===== config.mk =====
export PLATFORM = sky130hd
export DESIGN_NAME = positional_insert_delete_list_unit
export DESIGN_NICKNAME = d
export VERILOG_FILES = /design/src/pidl_pkg.sv /design/src/positional_insert_delete_list_unit.sv /design/src/pidl_ctrl.sv /design/src/pidl_dpath.sv
export VERILOG_INCLUDE_DIRS = /design/src /design/src/src
export SDC_FILE = /design/constraint.sdc
export NUM_CORES = 1
export LEC_CHECK = 0
export BUFFER_PORTS_ARGS = -buffer_cell sky130_fd_sc_hd__buf_2
export CAP_MARGIN = 20
export CORE_MARGIN = 5
export CORE_UTILIZATION = 62
export DETAILED_ROUTE_END_ITERATION = 7
export PLACE_DENSITY = 0.81
export SLEW_MARGIN = 20
export SYNTH_ARGS = -nofsm -noshare
export SYNTH_HDL_FRONTEND = slang
export SYNTH_HIERARCHICAL = 1
export SYNTH_SLANG_ARGS = --single-unit
export TNS_END_PERCENT = 5

===== constraint.sdc =====
create_clock -name clk_i -period 5.6 [get_ports clk_i]
set_clock_uncertainty 0.2 [all_clocks]
set_input_delay 0.28 -clock clk_i [delete_from_list [all_inputs] [get_ports clk_i]]
set_output_delay 0.28 -clock clk_i [all_outputs]
set_load 0.01 [all_outputs]

===== src/positional_insert_delete_list_unit_macros.svh =====
// Assertion macros for the positional insert/delete list unit.
`ifndef POSITIONAL_INSERT_DELETE_LIST_UNIT_MACROS_SVH
`define POSITIONAL_INSERT_DELETE_LIST_UNIT_MACROS_SVH

// Checked while out of reset.
`define PIDL_ASSERT(lbl, prop, msg) \
  lbl: assert property (@(posedge clk_i) disable iff (!rst_ni) prop) else $error(msg);

// Checked on every edge, reset included.
`define PIDL_ASSERT_ALWAYS(lbl, prop, msg) \
  lbl: assert property (@(posedge clk_i) prop) else $error(msg);

`endif


===== src/pidl_pkg.sv =====
// Shared types, codes and constants of the positional insert/delete list unit.
package pidl_pkg;

  localparam int unsigned CAPACITY_DEF = 8;
  localparam int unsigned OP_W         = 2;
  localparam int unsigned POS_W        = 8;
  localparam int unsigned VAL_W        = 16;
  localparam int unsigned STAT_W       = 2;
  localparam int unsigned CNT_OUT_W    = 4;

  typedef enum logic [OP_W-1:0] {
    OP_INSERT   = 2'd0,
    OP_DELETE   = 2'd1,
    OP_DUMP_FWD = 2'd2,
    OP_DUMP_REV = 2'd3
  } op_e;

  typedef enum logic [STAT_W-1:0] {
    STAT_OK     = 2'd0,
    STAT_FULL   = 2'd1,
    STAT_EMPTY  = 2'd2,
    STAT_BADPOS = 2'd3
  } status_e;

  typedef enum logic [0:0] {
    S_IDLE = 1'b0,
    S_DUMP = 1'b1
  } state_e;

  // controller to datapath
  typedef struct packed {
    logic exec;        // run insert/delete/empty dump on the accepted request
    logic dump_start;  // latch direction, clear step counter
    logic dump_emit;   // load next dumped entry
  } cmd_t;

  // datapath to controller
  typedef struct packed {
    logic out_free;    // output register free this cycle
    logic count_zero;
    logic dump_final;  // current step is the last entry
  } sts_t;

endpackage


===== src/positional_insert_delete_list_unit.sv =====
// Positional insert/delete list unit: top level joining controller and datapath.
// Insert, delete and empty dump: one request per cycle while the result register is free,
// result registered and valid in the next cycle. Dump of n entries: n results, one per cycle
// while the output is not stalled, stepped by the dump counter; no request is taken meanwhile.
// Reset (rst_ni low, asynchronous) empties the list and clears the result valid flag;
// the list cells and result fields themselves are not reset.
`include "positional_insert_delete_list_unit_macros.svh"

module positional_insert_delete_list_unit #(
  parameter int unsigned CAPACITY = pidl_pkg::CAPACITY_DEF
) (
  input  logic                            clk_i,
  input  logic                            rst_ni,
  input  logic                            in_valid_i,
  output logic                            in_ready_o,
  input  logic [pidl_pkg::OP_W-1:0]       operation_i,
  input  logic [pidl_pkg::POS_W-1:0]      position_i,
  input  logic [pidl_pkg::VAL_W-1:0]      entry_value_i,
  output logic                            out_valid_o,
  input  logic                            out_ready_i,
  output logic [pidl_pkg::STAT_W-1:0]     status_o,
  output logic [pidl_pkg::VAL_W-1:0]      value_out_o,
  output logic [pidl_pkg::CNT_OUT_W-1:0]  position_out_o,
  output logic [pidl_pkg::CNT_OUT_W-1:0]  count_out_o,
  output logic                            last_o
);

  pidl_pkg::cmd_t cmd;
  pidl_pkg::sts_t sts;

  pidl_ctrl u_ctrl (
    .clk_i       (clk_i),
    .rst_ni      (rst_ni),
    .in_valid_i  (in_valid_i),
    .operation_i (operation_i),
    .sts_i       (sts),
    .in_ready_o  (in_ready_o),
    .cmd_o       (cmd)
  );

  pidl_dpath #(
    .CAPACITY (CAPACITY)
  ) u_dpath (
    .clk_i          (clk_i),
    .rst_ni         (rst_ni),
    .cmd_i          (cmd),
    .sts_o          (sts),
    .operation_i    (operation_i),
    .position_i     (position_i),
    .entry_value_i  (entry_value_i),
    .out_ready_i    (out_ready_i),
    .out_valid_o    (out_valid_o),
    .status_o       (status_o),
    .value_out_o    (value_out_o),
    .position_out_o (position_out_o),
    .count_out_o    (count_out_o),
    .last_o         (last_o)
  );

  `PIDL_ASSERT(a_no_req_in_dump, cmd.dump_emit |-> !in_ready_o, "request taken during dump")
  `PIDL_ASSERT(a_dump_blocks, (in_valid_i && in_ready_o && operation_i[1] && !sts.count_zero) |=> !in_ready_o, "dump did not block input")
  `PIDL_ASSERT(a_nonlast_ok, (out_valid_o && !last_o) |-> (status_o == pidl_pkg::STAT_OK), "non-final result not ok")
  `PIDL_ASSERT_ALWAYS(a_cmd_excl, $onehot0({cmd.exec, cmd.dump_start, cmd.dump_emit}), "conflicting commands")

endmodule


===== src/pidl_ctrl.sv =====
// Controller state machine: request acceptance and dump sequencing.
module pidl_ctrl (
  input  logic                         clk_i,
  input  logic                         rst_ni,
  input  logic                         in_valid_i,
  input  logic [pidl_pkg::OP_W-1:0]    operation_i,
  input  pidl_pkg::sts_t               sts_i,
  output logic                         in_ready_o,
  output pidl_pkg::cmd_t               cmd_o
);

  pidl_pkg::state_e state_q, state_d;
  logic             is_dump;

  always_ff @(posedge clk_i or negedge rst_ni) begin
    if (!rst_ni) begin
      state_q <= pidl_pkg::S_IDLE;
    end else begin
      state_q <= state_d;
    end
  end

  always_comb begin
    is_dump    = (operation_i == pidl_pkg::OP_DUMP_FWD) ||
                 (operation_i == pidl_pkg::OP_DUMP_REV);
    state_d    = state_q;
    in_ready_o = 1'b0;
    cmd_o      = '0;
    case (state_q)
      pidl_pkg::S_IDLE: begin
        in_ready_o = sts_i.out_free;
        if (in_valid_i && sts_i.out_free) begin
          if (is_dump && !sts_i.count_zero) begin
            cmd_o.dump_start = 1'b1;
            state_d          = pidl_pkg::S_DUMP;
          end else begin
            cmd_o.exec = 1'b1;
          end
        end
      end
      pidl_pkg::S_DUMP: begin
        if (sts_i.out_free) begin
          cmd_o.dump_emit = 1'b1;
          if (sts_i.dump_final) begin
            state_d = pidl_pkg::S_IDLE;
          end
        end
      end
      default: begin
        state_d = pidl_pkg::S_IDLE;
      end
    endcase
  end

endmodule


===== src/pidl_dpath.sv =====
// Datapath: list cells with parallel shift, entry count, dump step and result register.
module pidl_dpath #(
  parameter int unsigned CAPACITY = pidl_pkg::CAPACITY_DEF
) (
  input  logic                            clk_i,
  input  logic                            rst_ni,
  input  pidl_pkg::cmd_t                  cmd_i,
  output pidl_pkg::sts_t                  sts_o,
  input  logic [pidl_pkg::OP_W-1:0]       operation_i,
  input  logic [pidl_pkg::POS_W-1:0]      position_i,
  input  logic [pidl_pkg::VAL_W-1:0]      entry_value_i,
  input  logic                            out_ready_i,
  output logic                            out_valid_o,
  output logic [pidl_pkg::STAT_W-1:0]     status_o,
  output logic [pidl_pkg::VAL_W-1:0]      value_out_o,
  output logic [pidl_pkg::CNT_OUT_W-1:0]  position_out_o,
  output logic [pidl_pkg::CNT_OUT_W-1:0]  count_out_o,
  output logic                            last_o
);

  localparam int unsigned CW   = $clog2(CAPACITY + 1);
  localparam int unsigned IW   = (CAPACITY > 1) ? $clog2(CAPACITY) : 1;
  localparam int unsigned CMPW = (CW + 1 > pidl_pkg::POS_W + 1) ? CW + 1 : pidl_pkg::POS_W + 1;

  logic [pidl_pkg::VAL_W-1:0] cells_q [CAPACITY];
  logic [pidl_pkg::VAL_W-1:0] cells_d [CAPACITY];
  logic [CW-1:0]              count_q, count_d, count_m1;
  logic [IW-1:0]              step_q, step_d, dump_idx, rd_idx;
  logic                       rev_q, rev_d;
  logic                       cells_we;

  logic                       out_valid_q, out_valid_d;
  logic [pidl_pkg::STAT_W-1:0]    status_q, status_d;
  logic [pidl_pkg::VAL_W-1:0]     value_q, value_d;
  logic [pidl_pkg::CNT_OUT_W-1:0] posout_q, posout_d;
  logic [pidl_pkg::CNT_OUT_W-1:0] cntout_q, cntout_d;
  logic                           last_q, last_d;

  logic [CMPW-1:0] pos_ext, cnt_ext, pi;
  logic [pidl_pkg::VAL_W-1:0] rd_data;
  logic ins_full, ins_bad, del_empty, del_bad;

  always_comb begin
    pos_ext   = CMPW'(position_i);
    cnt_ext   = CMPW'(count_q);
    pi        = pos_ext - CMPW'(1);
    count_m1  = count_q - CW'(1);
    ins_full  = (count_q == CW'(CAPACITY));
    ins_bad   = (pos_ext == '0) || (pos_ext > cnt_ext + CMPW'(1));
    del_empty = (count_q == '0);
    del_bad   = (pos_ext == '0) || (pos_ext > cnt_ext);
    dump_idx  = rev_q ? IW'(count_m1 - CW'(step_q)) : step_q;
    rd_idx    = cmd_i.exec ? IW'(pi) : dump_idx;
    rd_data   = cells_q[rd_idx];
  end

  always_comb begin
    cells_d     = cells_q;
    cells_we    = 1'b0;
    count_d     = count_q;
    step_d      = step_q;
    rev_d       = rev_q;
    status_d    = status_q;
    value_d     = value_q;
    posout_d    = posout_q;
    cntout_d    = cntout_q;
    last_d      = last_q;
    out_valid_d = out_ready_i ? 1'b0 : out_valid_q;

    if (cmd_i.exec) begin
      out_valid_d = 1'b1;
      value_d     = '0;
      posout_d    = '0;
      last_d      = 1'b1;
      cntout_d    = pidl_pkg::CNT_OUT_W'(count_q);
      case (operation_i)
        pidl_pkg::OP_INSERT: begin
          if (ins_full) begin
            status_d = pidl_pkg::STAT_FULL;
          end else if (ins_bad) begin
            status_d = pidl_pkg::STAT_BADPOS;
          end else begin
            status_d = pidl_pkg::STAT_OK;
            cells_we = 1'b1;
            for (int i = 0; i < CAPACITY; i++) begin
              if (CMPW'(i) == pi) begin
                cells_d[i] = entry_value_i;
              end else if (i > 0 && CMPW'(i) > pi) begin
                cells_d[i] = cells_q[(i > 0) ? i - 1 : 0];
              end
            end
            count_d  = count_q + CW'(1);
            cntout_d = pidl_pkg::CNT_OUT_W'(count_q + CW'(1));
          end
        end
        pidl_pkg::OP_DELETE: begin
          if (del_empty) begin
            status_d = pidl_pkg::STAT_EMPTY;
          end else if (del_bad) begin
            status_d = pidl_pkg::STAT_BADPOS;
          end else begin
            status_d = pidl_pkg::STAT_OK;
            value_d  = rd_data;
            cells_we = 1'b1;
            for (int i = 0; i < CAPACITY - 1; i++) begin
              if (CMPW'(i) >= pi) begin
                cells_d[i] = cells_q[i + 1];
              end
            end
            count_d  = count_m1;
            cntout_d = pidl_pkg::CNT_OUT_W'(count_m1);
          end
        end
        default: begin
          // dump of an empty list
          status_d = pidl_pkg::STAT_EMPTY;
          cntout_d = '0;
        end
      endcase
    end

    if (cmd_i.dump_start) begin
      step_d = '0;
      rev_d  = (operation_i == pidl_pkg::OP_DUMP_REV);
    end

    if (cmd_i.dump_emit) begin
      out_valid_d = 1'b1;
      status_d    = pidl_pkg::STAT_OK;
      value_d     = rd_data;
      posout_d    = pidl_pkg::CNT_OUT_W'(CW'(dump_idx) + CW'(1));
      cntout_d    = pidl_pkg::CNT_OUT_W'(count_q);
      last_d      = sts_o.dump_final;
      step_d      = step_q + IW'(1);
    end
  end

  always_ff @(posedge clk_i) begin
    if (cells_we) begin
      cells_q <= cells_d;
    end
    step_q   <= step_d;
    rev_q    <= rev_d;
    status_q <= status_d;
    value_q  <= value_d;
    posout_q <= posout_d;
    cntout_q <= cntout_d;
    last_q   <= last_d;
  end

  always_ff @(posedge clk_i or negedge rst_ni) begin
    if (!rst_ni) begin
      count_q     <= '0;
      out_valid_q <= 1'b0;
    end else begin
      count_q     <= count_d;
      out_valid_q <= out_valid_d;
    end
  end

  assign sts_o.out_free   = !out_valid_q || out_ready_i;
  assign sts_o.count_zero = (count_q == '0);
  assign sts_o.dump_final = (CW'(step_q) == count_m1);

  assign out_valid_o    = out_valid_q;
  assign status_o       = status_q;
  assign value_out_o    = value_q;
  assign position_out_o = posout_q;
  assign count_out_o    = cntout_q;
  assign last_o         = last_q;

endmodule


Word level (Yosys, flattened, before mapping). Cells that the tools add are included.

$add $sub $neg: 7. Equal/unequal tests: 30. Reduce and logical (&&, ||, !) cells: 26. Divide/modulo/power cells: 0. Bitwise operators: 4. Order comparisons: 17. Mux-type cells: 76. Shifts and indexed selects: 0. Multiply operators: 0.

Operators with widths (count): two-way mux 16 bit (29); two-way mux 128 bit (2); two-way mux 112 bit (2); case mux 112 bit (2 select lines) (1); AND reduction 9 bit (7); binary-select mux 16 bit (select 3 bit) (1); == test 3 x 9 -> 1 bit, first input constant (4); greater-than comparator 3 x 9 -> 1 bit, first input constant (4); two-way mux 4 bit (8); >= comparator 3 x 9 -> 1 bit, first input constant (3); == test 2 x 9 -> 1 bit, first input constant (2); >= comparator 1 x 9 -> 1 bit, first input constant (2); >= comparator 2 x 9 -> 1 bit, first input constant (2); greater-than comparator 2 x 9 -> 1 bit, first input constant (2); two-way mux 1 bit (18); != test 3 x 1 -> 1 bit, second input constant (6); != test 2 x 1 -> 1 bit, second input constant (8); case mux 4 bit (2 select lines) (2); two-way mux 2 bit (6); two-way mux 3 bit (4); == test 1 x 9 -> 1 bit, first input constant (1); greater-than comparator 1 x 9 -> 1 bit, first input constant (1); greater-than comparator 8 x 9 -> 1 bit (1); zero test 9 bit (1); other kinds (28) (43).

Memory bits (read-only): 0. Input bits: 30. Memory bits (writable): 0. Flip-flop bits (word level): 165. Memories kept: 0. Bits in latches: 0. Word-level logic and storage cells: 178.

Depth between registers and ports, before layout.
Depth in word-level cells: 16. Depth in mapped cells: 15. Mapped depth without buffers: 12.

Hierarchy. The synthesis kept the hierarchy.

By module, submodules not included: pidl_dpath (cells an instance 859, area each 9800.6 um^2, times used 1, sequential area each 4879.7 um^2); pidl_ctrl (cells an instance 9, area each 93.8 um^2, times used 1, sequential area each 25.0 um^2).

Worst setup path before layout. OpenSTA, ideal clock, no wires.

Path kind: register -> register. Start: register u_dpath.count_q[3]. End: register u_dpath/cells_q[32] (netlist name), enable pin. Arrival: 3726 ps. Stages on the path, launching flop included: 11. Setup time: 414 ps. Buffers on the path: 1. Data required time: 4986 ps. Setup slack: 1260 ps. Path through: dfrtp_1 clkbuf_1 clkinv_1 xnor2_1 ha_1 and4b_1 nand4_1 a211o_1 o31ai_1 nand2_1 a211oi_1.

Longest elaborated chain between the ends: 8. Elaborated cells between the ends (all ways): 23. Those cells by class: add/sub: 1; order compare: 2; eq/ne: 5; mux: 9; reduce/logical: 6.

Ends and longest elaborated chain: from (decl) (RTL line pidl_dpath.sv:27) `logic [CW-1:0] count_q, count_d, count_m1;`; from (signal assigned) (RTL line pidl_dpath.sv:156) `count_q <= count_d;`; adder 4 x 1 -> 5 bit / zero test 4 bit (equally long branches) (RTL line pidl_dpath.sv:49, pidl_dpath.sv:50, pidl_dpath.sv:162); greater-than comparator 8 x 9 -> 1 bit / zero test 1 bit (equally long branches) (RTL line pidl_dpath.sv:49, pidl_ctrl.sv:33); logical OR 1 bit / logical AND 1 bit (equally long branches) (RTL line pidl_dpath.sv:49, pidl_ctrl.sv:33); two-way mux 1 bit (on tied branches) (RTL line pidl_dpath.sv:80, pidl_ctrl.sv:33); two-way mux 1 bit / two-way mux 2 bit (equally long branches) (RTL line pidl_dpath.sv:78, pidl_ctrl.sv:32); case mux 1 bit (2 select lines) / two-way mux 2 bit (equally long branches) (RTL line pidl_dpath.sv:76, pidl_ctrl.sv:29); two-way mux 1 bit (RTL line pidl_dpath.sv:70) `if (cmd_i.exec) begin`; AND reduction 9 bit (no line) *; to (signal assigned) (RTL line pidl_dpath.sv:140) `cells_q <= cells_d;`; to (decl) (RTL line pidl_dpath.sv:25) `logic [pidl_pkg::VAL_W-1:0] cells_q [CAPACITY];`.

Mark *: on every way between the ends. The rest lies on a longest branch, timed or not. A chain may end at the register's enable or synchronous reset.

Final worst setup path.
Start: register u_dpath.count_q[2]. End: register u_dpath/cells_q[34] (netlist name), enable pin.

Same word-level chain as after synthesis.

==> results by group <==
GRT
  – Grt ovf: 0
  – Vias in the first global route: 7037
  – First-pass GRT wire length: 39500 um
  – Largest net degree at the start of global routing: 73
  – Antenna violations before repair: 0
  – Gr usage total: 28.1%

Drt
  – DR vias/cell: 6.56
  – Residual DRC: 0
  – Antenna-violating nets left: 0
  – WL final: 25500 um
  – Wire length per cell: 22.3 um
  – TritonRoute pass-1 iters: 5
  – Via count: 7486
  – First DRT Iteration DRCs: 783

Power and ir drop
  – Pwr dens: 388 nW/um2
  – VDD IR max: 0.379 mV
  – Leakage: 4.52 nW

Logic synthesis
  – Post-Synth Simple-Gate Area: 10.8%
  – Post-synthesis mux area share: 18.7%
  – Yosys top cell area share: 47.6%
  – Gate count after technology mapping: 868
  – Number of synthesis warnings: 6
  – Ys flop type: edfxtp_1
  – Synth Area in Compound Gates: 13.8%
  – Main combinational cell family by area after synthesis: multiplexers
  – Post-Syn Area: 9890 um2
  – Sequential-to-total area share from yosys stat: 49.6%
  – Top cell type by total area after synthesis: edfxtp_1
  – Net count after synthesis: 918
  – Most frequent cells after synthesis: mux2i_1, edfxtp_1, nand2_1
  – Mean Syn Cell Area: 11.4 um2
  – Xor and xnor fraction of the mapped netlist area: 1.20%
  – Largest cells by area after synthesis: edfxtp_1, mux2i_1, nand2_1, o21ai_0, ha_1
  – Yosys cell types: 68
  – Async S/R FF share, synth: 3.64%
  – Cell with the most instances after synthesis: mux2i_1
  – Flip-flop and latch count after synthesis: 165
  – Adder-cell share of the synthesized area: 2.60%
  – Post-synth EDFFs: 157

CTS
  – CTS sink count: 165
  – CTS Root Cell: clkbuf_16
  – CTS tree: built
  – CTS Buf Count: 17
  – Clock transition at path regs: 0.06 ns
  – H-tree Lvls: 4
  – Clock Tree Buf Depth: 2
  – Worst-Skew Late Latency: 0.43 ns

Worst setup path
  – Worst Path Required: 5.53 ns
  – CP Class: flop to flop
  – Slowest cell on crit path: dfrtp_1
  – CP Max Fanout: 18
  – Crit-path cells: nand3_1 -> xnor2_1 -> ha_1 -> and4b_1 -> nand4_1 -> a211o_1 -> o31ai_1 -> nand2_1 -> a211oi_4 -> buf_4
  – CP endpoint kind: flop
  – Arrival time worst endpoint: 4.44 ns
  – Max stage delay on crit path: 0.68 ns
  – R2R depth: 10
  – Worst Setup Start Kind: flop

STA
  – Sum Neg Setup Slack: 0 ns
  – Period minus WS final: 4.51 ns
  – Slew @ Worst Pin: 0.857 ns
  – RSZ-0062 raised after global routing: false
  – Final Hold Vio Count: 0
  – Final setup fails: 0
  – Setup WS post-layout: 1.09 ns
  – Slew HR: 42.8%
  – Final Cycle Share: 80.5%
  – Achievable Freq: 222 MHz
  – Worst hold slack: 0.0241 ns
  – Max Slew Vio Count: 0

Layout
  – Final design utilization: 69.8%
  – Antenna diodes: 0
  – Nets@finish: 962
  – Share of cells above drive strength 1: 16.8%
  – Layout area overhead: 11.3%
  – Post-Layout Cell Count: 1141

Floorplanning
  – Chip width: 136 um
  – Die area: 18600 um2
  – Core area: 15800 um2
  – Die Y-Extent: 136 um
  – I/O Pins: 59
  – Rows: 46
  – Initial core utilization: 62.7%

Placement
  – Hpwl dp: 15600 um
  – Port Buffers: 58
  – Placer's final routability congestion estimate: 0.943
  – Pre-CTS setup slack: 1.14 ns
  – Placed Cells: 1106

Status
  – Status: complete, no violations

Flow run
  – Maxcap violations: 0

Hold path
  – Worst hold-check path type: primary input to async pin
cell usage in the layout (no fill, tap or decap), drive strengths merged, types with 11 or more instances in the layout:
master / n
o221ai: 17
mux2i: 165
nor2: 23
o22a: 16
nor3: 11
mux2: 18
clkbuf: 20
o21ai: 103
edfxtp: 157
ha: 19
buf: 79
a22o: 17
nand2: 119
inv: 20
path summary, 6_finish.rpt:
kind | startpoint | to | slack [ns]
max reg2reg | u_dpath/count_q[2]$_DFFE_PN0P_ | u_dpath/cells_q[34]$_DFFE_PP_ | 1.09
min | rst_ni | u_dpath/count_q[2]$_DFFE_PN0P_ | 0.02
min reg2reg | u_dpath/status_o[0]$_SDFFE_PP0P_ | u_dpath/status_o[0]$_SDFFE_PP0P_ | 0.27
min in group clk_i | entry_value_i[14] | u_dpath/cells_q[126]$_DFFE_PP_ | 0.05
max in group asynchronous | rst_ni | u_dpath/count_q[0]$_DFFE_PN0P_ | 5.00
max | u_dpath/count_q[2]$_DFFE_PN0P_ | u_dpath/cells_q[34]$_DFFE_PP_ | 1.09
registers in the layout, summed over array words and instances (netlist names):
name	cells
u_ctrl/state_q	1
u_dpath/out_valid_o	1
u_dpath/rev_q	1
u_dpath/count_out_o	4
u_dpath/step_q	3
u_dpath/count_q	4
u_dpath/cells_q	128
u_dpath/value_out_o	16
u_dpath/status_o	2
u_dpath/position_out_o	4
u_dpath/last_o	1
report_power, final:
| group | internal [mW] | switching (mW) | total (mW) |
|---|---|---|---|
| sequential | 1.54 | 0.0562 | 1.59 |
| combinational | 0.649 | 0.886 | 1.54 |
| clock | 0.657 | 0.484 | 1.14 |
| total | 2.84 | 1.43 | 4.27 |
routing by layer:
layer  up-vias  GRT usage, %  routed length (um)
met1      3663          39.0               10600
met5         -             0                   0
met4         0          11.1                 715
met2       386          44.4               11900
li1       3377             -                   -
met3        60          4.37                2240
repair_timing:
item	CTS	global route
hold buffers	2	0
hold endpoints to repair	7	0
buffers inserted	0	0
gates resized for setup	0	0
worst max-delay path, delay by kind of cell, from the launching register on:
family | cells | cell delay [ns]
fa+ha+maj | 1 | 0.32
simple gates | 4 | 1.10
flops | 1 | 0.68
compound gates | 3 | 1.38
xor+xnor | 1 | 0.21
buf+inv | 1 | 0.33
cell families after synthesis:
| group | count (synthesis) |
|---|---|
| muxes | 183 |
| DFF | 165 |
| buffers and inverters | 73 |
| and+or+nand+nor | 213 |
| AOI/OAI and AO/OA | 202 |
| xor gates and xnor gates | 12 |
| adders and majority gates | 20 |
through the flow:
step,area (um2),power (mW)
after floorplan,9890,2.71
after global placement,10400,3.10
after detailed placement,10400,3.12
after CTS,11000,4.26
after global routing,11000,4.43
final,11000,4.27
cell type report:
class,instances,area [um2]
clock buffer,20,437
clock inverter,12,128
fill,1182,4760
inverter,17,63.8
multi-input combinational,630,4710
sequential,165,4900
tap,216,270
timing repair buffer,81,500
(Power assumes the default switching activity.)
